## src/rtl/core/pms_pkg.sv

```systemverilog
// Shared types, register codes and saturation helper for the particle motion step
`default_nettype none
package pms_pkg;

   localparam int FIELD_W  = 32;
   localparam int TIME_W   = 64;
   localparam int STEP_W   = 16;
   localparam int SAT_IN_W = 56;
   localparam int AXES     = 3;
   localparam int AXIS_Y   = 1;

   typedef enum logic [2:0] {
      REG_NOW_TIME    = 3'd0,
      REG_STEP_TIME   = 3'd1,
      REG_GRAVITY     = 3'd2,
      REG_DRAG        = 3'd3,
      REG_WIND_X      = 3'd4,
      REG_WIND_Y      = 3'd5,
      REG_WIND_Z      = 3'd6,
      REG_WIND_WINDOW = 3'd7
   } reg_index_type;

   typedef struct packed {
      logic signed [FIELD_W-1:0] pos_x;
      logic signed [FIELD_W-1:0] pos_y;
      logic signed [FIELD_W-1:0] pos_z;
      logic signed [FIELD_W-1:0] vel_x;
      logic signed [FIELD_W-1:0] vel_y;
      logic signed [FIELD_W-1:0] vel_z;
      logic [TIME_W-1:0]         birth_time;
      logic [TIME_W-1:0]         life_span;
   } req_payload_type;

   typedef struct packed {
      logic                      expired;
      logic signed [FIELD_W-1:0] new_pos_x;
      logic signed [FIELD_W-1:0] new_pos_y;
      logic signed [FIELD_W-1:0] new_pos_z;
      logic signed [FIELD_W-1:0] new_vel_x;
      logic signed [FIELD_W-1:0] new_vel_y;
      logic signed [FIELD_W-1:0] new_vel_z;
   } rsp_payload_type;

   typedef struct packed {
      logic [TIME_W-1:0]         now_time;
      logic [STEP_W-1:0]         step_time;
      logic signed [FIELD_W-1:0] gravity_accel;
      logic signed [FIELD_W-1:0] drag_coeff;
      logic signed [FIELD_W-1:0] wind_x;
      logic signed [FIELD_W-1:0] wind_y;
      logic signed [FIELD_W-1:0] wind_z;
      logic [TIME_W-1:0]         wind_window;
   } cfg_type;

   // after age subtract and the step products
   typedef struct packed {
      logic [AXES-1:0][FIELD_W-1:0] pos;
      logic [AXES-1:0][FIELD_W-1:0] vel;
      logic [TIME_W-1:0]            age;
      logic [TIME_W-1:0]            life_span;
      logic [AXES-1:0][47:0]        wind_prod;
      logic [47:0]                  grav_prod;
      logic [47:0]                  drag_prod;
   } s1_type;

   // after rounding, gravity terms and drag factor
   typedef struct packed {
      logic                         expired;
      logic [AXES-1:0][FIELD_W-1:0] pos;
      logic [AXES-1:0][33:0]        t;
      logic [AXES-1:0][FIELD_W-1:0] v1;
      logic [AXES-1:0][32:0]        wind_r;
      logic [34:0]                  factor;
   } s2_type;

   // after the second multiply
   typedef struct packed {
      logic                         expired;
      logic [AXES-1:0][FIELD_W-1:0] pos;
      logic [AXES-1:0][50:0]        td;
      logic [AXES-1:0][32:0]        wind_r;
      logic [AXES-1:0][50:0]        vf_hi;
      logic [AXES-1:0][48:0]        vf_lo;
   } s3_type;

   function automatic logic [FIELD_W-1:0] sat_coord(input logic signed [SAT_IN_W-1:0] x,
                                                    input int w);
      logic signed [SAT_IN_W-1:0] hi;
      logic signed [SAT_IN_W-1:0] lo;
      logic signed [SAT_IN_W-1:0] r;
      hi = (SAT_IN_W'(1) <<< (w - 1)) - SAT_IN_W'(1);
      lo = -hi - SAT_IN_W'(1);
      if (x > hi) begin
         r = hi;
      end else if (x < lo) begin
         r = lo;
      end else begin
         r = x;
      end
      return r[FIELD_W-1:0];
   endfunction

endpackage
`default_nettype wire

```

## src/rtl/core/pms_csr.sv

```systemverilog
// Configuration register file behind the APB-style port
`default_nettype none
module pms_csr (
   input  logic             clock,
   input  logic             reset,
   input  logic             psel,
   input  logic             penable,
   input  logic             pwrite,
   input  logic [5:0]       paddr,
   input  logic [63:0]      pwdata,
   output logic [63:0]      prdata,
   output logic             pready,
   output pms_pkg::cfg_type cfg
);
   import pms_pkg::*;

   cfg_type       cfg_ff;
   cfg_type       cfg_in;
   reg_index_type index;
   logic          wr_en;

   assign index  = reg_index_type'(paddr[5:3]);
   assign wr_en  = psel && penable && pwrite && pready;
   assign pready = 1'b1;
   assign cfg    = cfg_ff;

   always_comb begin
      cfg_in = cfg_ff;
      if (wr_en) begin
         case (index)
            REG_NOW_TIME:    cfg_in.now_time      = pwdata;
            REG_STEP_TIME:   cfg_in.step_time     = pwdata[STEP_W-1:0];
            REG_GRAVITY:     cfg_in.gravity_accel = pwdata[FIELD_W-1:0];
            REG_DRAG:        cfg_in.drag_coeff    = pwdata[FIELD_W-1:0];
            REG_WIND_X:      cfg_in.wind_x        = pwdata[FIELD_W-1:0];
            REG_WIND_Y:      cfg_in.wind_y        = pwdata[FIELD_W-1:0];
            REG_WIND_Z:      cfg_in.wind_z        = pwdata[FIELD_W-1:0];
            REG_WIND_WINDOW: cfg_in.wind_window   = pwdata;
            default: ;
         endcase
      end
   end

   always_comb begin
      case (index)
         REG_NOW_TIME:    prdata = cfg_ff.now_time;
         REG_STEP_TIME:   prdata = {48'd0, cfg_ff.step_time};
         REG_GRAVITY:     prdata = {32'd0, cfg_ff.gravity_accel};
         REG_DRAG:        prdata = {32'd0, cfg_ff.drag_coeff};
         REG_WIND_X:      prdata = {32'd0, cfg_ff.wind_x};
         REG_WIND_Y:      prdata = {32'd0, cfg_ff.wind_y};
         REG_WIND_Z:      prdata = {32'd0, cfg_ff.wind_z};
         REG_WIND_WINDOW: prdata = cfg_ff.wind_window;
         default:         prdata = '0;
      endcase
   end

   always_ff @(posedge clock) begin
      if (reset) begin
         cfg_ff <= '0;
      end else begin
         cfg_ff <= cfg_in;
      end
   end

   a_step_write: assert property (@(posedge clock) disable iff (reset)
      (wr_en && index == REG_STEP_TIME) |=> cfg_ff.step_time == $past(pwdata[STEP_W-1:0]))
      else $error("step_time write lost");

endmodule
`default_nettype wire

```

## config.mk

```make
export PLATFORM = sky130hd
export DESIGN_NAME = pms_csr
export DESIGN_NICKNAME = d
export VERILOG_FILES = /design/src/rtl/core/pms_pkg.sv /design/src/rtl/core/pms_csr.sv
export SDC_FILE = /design/constraint.sdc
export NUM_CORES = 1
export LEC_CHECK = 0
export ABC_AREA = 0
export BUFFER_PORTS_ARGS = -buffer_cell sky130_fd_sc_hd__buf_2
export CAP_MARGIN = 15
export CORE_AREA = 2 2 174 176
export CTS_CLUSTER_DIAMETER = 80
export DETAILED_ROUTE_END_ITERATION = 10
export DIE_AREA = 0 0 176 178
export GPL_ROUTABILITY_DRIVEN = 0
export PLACE_DENSITY = 0.71
export SYNTH_ARGS = -nofsm -noshare
export SYNTH_HDL_FRONTEND = slang
export SYNTH_SLANG_ARGS = --single-unit
```

## constraint.sdc

```tcl
create_clock -name clock -period 2.1 [get_ports clock]
set_clock_uncertainty 0.2 [all_clocks]
set_input_delay 0.21 -clock clock [delete_from_list [all_inputs] [get_ports clock]]
set_output_delay 0.21 -clock clock [all_outputs]
set_load 0.005 [all_outputs]
```

# Word-level counts from Yosys, hierarchy flattened
# Cells that the tools add are included.
dict set report totals {
  ff_bits 304
  in_bits 75
  word_cells 27
}
dict set report classes {
  n_eq_ne 7
  muxes 1
  n_reduce_logical 11
}
# operator n
set ops {}
lappend ops {{64-bit one-hot mux with 8 select lines} 1}
lappend ops {{2-bit AND reduction} 8}
lappend ops {{3-bit equality test, second input constant} 4}
lappend ops {{3-bit by 2-bit equality test with 1-bit output, second input constant} 2}
lappend ops {{3-bit by 1-bit equality test with 1-bit output, second input constant} 1}
lappend ops {{3-bit zero test} 1}
lappend ops {{1-bit logical AND} 2}

# Logic depth before layout (Yosys ltp)
dict set report depth {
  word_depth 3
  mapped_depth 7
  mapped_depth_nobuf 4
}

# Least setup slack after synthesis
# OpenSTA, ideal clock, no wires.
dict set report synth_timing {
  kind {input to output}
  from {in paddr[3]}
  to {out prdata[11]}
  t_arrival_ps 1296
  t_required_ps 1690
  setup_slack_ps 394
  cell_stages 5
  n_path_buf 2
  path_cell_list {buf_2 -> buf_2 -> mux4_2 -> a21oi_1 -> nor2_1}
}
dict set report synth_via {
  elab_chain_len 2
  elab_cells_between_ends 9
  classes_between {7 x eq/ne; 1 x mux; 1 x reduce/logical}
}
# item line_no
set synth_rtl {}
lappend synth_rtl {{from (decl)} pms_csr.sv:9} ;# input logic [5:0] paddr,
lappend synth_rtl {{3-bit equality test (tied with other cells)} pms_csr.sv:45} ;# case (index)
lappend synth_rtl {{64-bit one-hot mux with 8 select lines (*)} pms_csr.sv:45}
lappend synth_rtl {{to (decl)} pms_csr.sv:11} ;# output logic [63:0] prdata,
# Mark *: on every way between the ends. The rest lies on a longest branch, timed or not.

# Worst setup path in the final report
dict set report layout_timing {
  from {reg cfg_ff (netlist bit cfg[100])}
  to {out prdata[4]}
}
dict set report layout_via {
  elab_chain_len 1
}
# item line_no
set layout_rtl {}
lappend layout_rtl {{from (decl)} pms_csr.sv:17} ;# cfg_type cfg_ff;
lappend layout_rtl {{from (signal assigned)} pms_csr.sv:62} ;# cfg_ff <= cfg_in;
lappend layout_rtl {{64-bit one-hot mux with 8 select lines} pms_csr.sv:45}
# Every way passes these cells.

==> impl_metrics.json <==
{
  "status": "finished, violations left",
  "failed_checks": "setup timing",
  "mappedNetlistArea_mm2": 0.01293,
  "share_clk_of_total_power": 0.477,
  "port_buffers": 439,
  "cts_htree_levels": 2,
  "vdd.ir_drop.worst_v": 0.0006843,
  "power_switching_mw": 3.033,
  "p_leak_nw": 7.840,
  "n_fill_cell": 2573,
  "cts_tree": "done",
  "yosys-top-cells-count": "nand2_1 (617), a21oi_1 (314), dfxtp_1 (304), buf_2 (88), nor2_1 (58)",
  "netlist-cell-type-count": 39,
  "power.switching_fraction": 0.2313,
  "final.min_clock_period_ps": 2200,
  "timing.hold.worst.class": "input pin to flip-flop",
  "power_density_mw_per_mm2": 726.6,
  "hold_path_startpoint": "paddr[3]",
  "path_max_fanout": 3,
  "setup_slack_ps": -99.89,
  "min_to": "cfg[252]$_SDFFE_PP0P_",
  "finalPower_mw": 13.12,
  "clock-sinks": 304,
  "timing_worst_setup_path_type": "flip-flop to output port",
  "int_pwr_mw": 10.08,
  "drc": 0,
  "initialDrtViolationCount": 1529,
  "synth.yosys.seq_area_share": 0.4708,
  "worst_slew_pin_slew_ps": 530.5,
  "dp.final_hpwl_mm": 35.79,
  "tritoncts_buffers": 34,
  "drive_gt1_frac": 0.3215,
  "grt_first_pass_wirelength_mm": 77.42,
  "yosysTopAreaCell": "dfxtp_1",
  "layout_worst_path_cycle_share": 1.048,
  "pin_count": 444,
  "core_mm2": 0.02940,
  "synth_top_cells_by_area": "dfxtp_1 (47%), nand2_1 (18%), a21oi_1 (12%)",
  "initial_core_util": 0.4396,
  "async_flop_share": 0,
  "fp-row-count": 63,
  "syn_avg_cell_area_um2": 7.680,
  "ctsLongestPathBuffers": 3,
  "finalSetupTns_ps": -750.7,
  "postSynthNetCount": 1758,
  "floorplan.die_area_mm2": 0.03133,
  "postRouteAntennaNets": 0,
  "layout.nets": 2254,
  "comb_power_share": 0.077,
  "clock_tree.root_cell": "clkbuf_16",
  "netlist_instances": 1683,
  "syn_to_final_growth_pct": 39.67,
  "hold_violations_final": 0,
  "later_pin_clock_latency_in_the_skew_report_ps": 500,
  "max_cap_violations": 0,
  "final.hold.worst_slack_ps": 226.5,
  "reg2reg_from": "cfg[284]$_SDFFE_PP0P_",
  "totalWireLength_mm": 52.60,
  "die_height_um": 178,
  "synth.ff_latch_count": 304,
  "worst_slew_margin_rel": 0.6463,
  "grt-ovfl-total": 0,
  "yosysWarnings": 0,
  "detail_route.first_pass.iterations": 6,
  "timing.critical_path.required_ps": 1690,
  "grt_setup_unrepaired": "yes",
  "rrSetupSlack_ps": 740,
  "utilization": 0.6140,
  "seqCellArea_mm2": 0.006137,
  "maxSlewViolCount": 0,
  "worst_setup_path_start_kind": "flip-flop",
  "first_global_vias": 13460,
  "seq_power_share": 0.446,
  "antenna_violations_before_repair": 1,
  "vias": 14560,
  "grt_max_degree": 68,
  "die_x_um": 176,
  "synth_enable_flop_cells": 0,
  "yosys.cell_count.top_type": "nand2_1",
  "reg2reg_to": "cfg[284]$_SDFFE_PP0P_",
  "setup_viol": 19,
  "placed_cells": 2448,
  "cts.reportedPaths.clkPinSlew_ps": 60,
  "synth_top_flop_cell": "dfxtp_1",
  "wire_per_inst_um": 20.29,
  "finalNonFillerCells": 2593,
  "largest_register_ffs": 304,
  "ff2ff_path_depth": 3,
  "hold-path-cell-count": 5,
  "worstPathArrival_ps": 1790,
  "upper_clock_frequency_limit_ghz": 0.4546,
  "synth_top_area_share": 0.4708,
  "critical_path.endpoint_type": "output port",
  "multi_input_comb_area_mm2": 0.006270,
  "globalRouteTotalUtil": 0.3182,
  "viasPerCell": 5.613
}
## per-layer routing
metal | track usage | wire [um] | up-vias
met5 | 0 | 0 | -
met4 | 0.1494 | 2305 | 0
met3 | 0.06927 | 5411 | 158
met2 | 0.5290 | 24830 | 952
met1 | 0.3949 | 20050 | 6807
li1 | - | - | 6638
## how the worst max path moves through the flow
stage | startpoint | endpoint | slack [ps]
3_5_place_dp | paddr[3] | prdata[31] | -40
3_3_place_gp | paddr[3] | prdata[28] | -2
5_1_grt | cfg[100]$_SDFFE_PP0P_ | prdata[4] | -170
4_1_cts | cfg[8]$_SDFFE_PP0P_ | prdata[8] | -120
6_report | cfg[100]$_SDFFE_PP0P_ | prdata[4] | -100
2_1_floorplan | paddr[3] | prdata[11] | 390
## cells in the final DEF (no fill, tap or decap), types with 6 or more instances in the layout
cell type,count
nor2b_1,9
nor2_1,54
dfxtp_1,265
nand2_1,616
buf_4,94
dlygate4sd3_1,66
buf_12,17
o21ai_0,7
a21oi_1,312
or2_2,6
clkbuf_16,37
mux2i_1,24
a221oi_1,15
mux2_2,10
clkbuf_1,6
o2bb2ai_1,10
dfxtp_2,38
inv_1,17
a221oi_2,17
buf_2,435
a22o_1,51
a222oi_1,7
a22oi_1,9
mux2_4,13
## cells by family (layout without fill, tap and decap cells)
| kind of cell | after synthesis | after routing | synth area share |
|---|---|---|---|
| muxes | 48 | 48 | 0.04036 |
| AOI/OAI and AO/OA | 447 | 447 | 0.2084 |
| and+or+nand+nor | 711 | 711 | 0.2170 |
| buffers and inverters | 172 | 691 | 0.06311 |
| other | 1 | 2 | 0.0002901 |
| DFF | 304 | 304 | 0.4708 |
## layout make-up
| class | count | area share |
|---|---|---|
| Multi-Input combinational cell | 1207 | 0.3473 |
| Sequential cell | 304 | 0.3399 |
| Timing Repair Buffer | 614 | 0.2166 |
| Clock buffer | 48 | 0.05634 |
| Tap cell | 390 | 0.02703 |
| Clock inverter | 11 | 0.008940 |
| Inverter | 18 | 0.003742 |
| Antenna cell | 1 | 0.0001386 |
## metrics by stage
step,worst slack [ps],instance area (um2)
detailed placement,-36.96,15830
floorplan,393.5,12930
global route,-168.2,18050
finish,-99.89,18050
CTS,-116.3,17950
global placement,-1.887,15830
## worst max-delay path, cell delays in order, from the launching register on
cell and delay (ps):
dfxtp_2 330, mux2_4 270, a22o_4 240, a221oi_2 230, nor2_1 90, buf_2 130
## timing repair
item | 4_1_cts | 5_1_grt
hold buffers | 66 | 0
setup endpoints to repair | 20 | 26
pin swaps | 20 | 22
resized for setup | 56 | 21
buffers inserted | 16 | 3
endpoints found under the hold margin | 304 | 0
## power by group through the flow
stage	clock network [mW]	registers, mW	logic (mW)
after floorplan	0	5.97	0.431
final	6.25	5.85	1.02
after CTS	6.33	5.85	0.986
after detailed placement	0	5.97	0.864
after global placement	0	5.97	0.854
after global routing	6.57	5.85	1.08
Power figures use the tool's default switching activity.
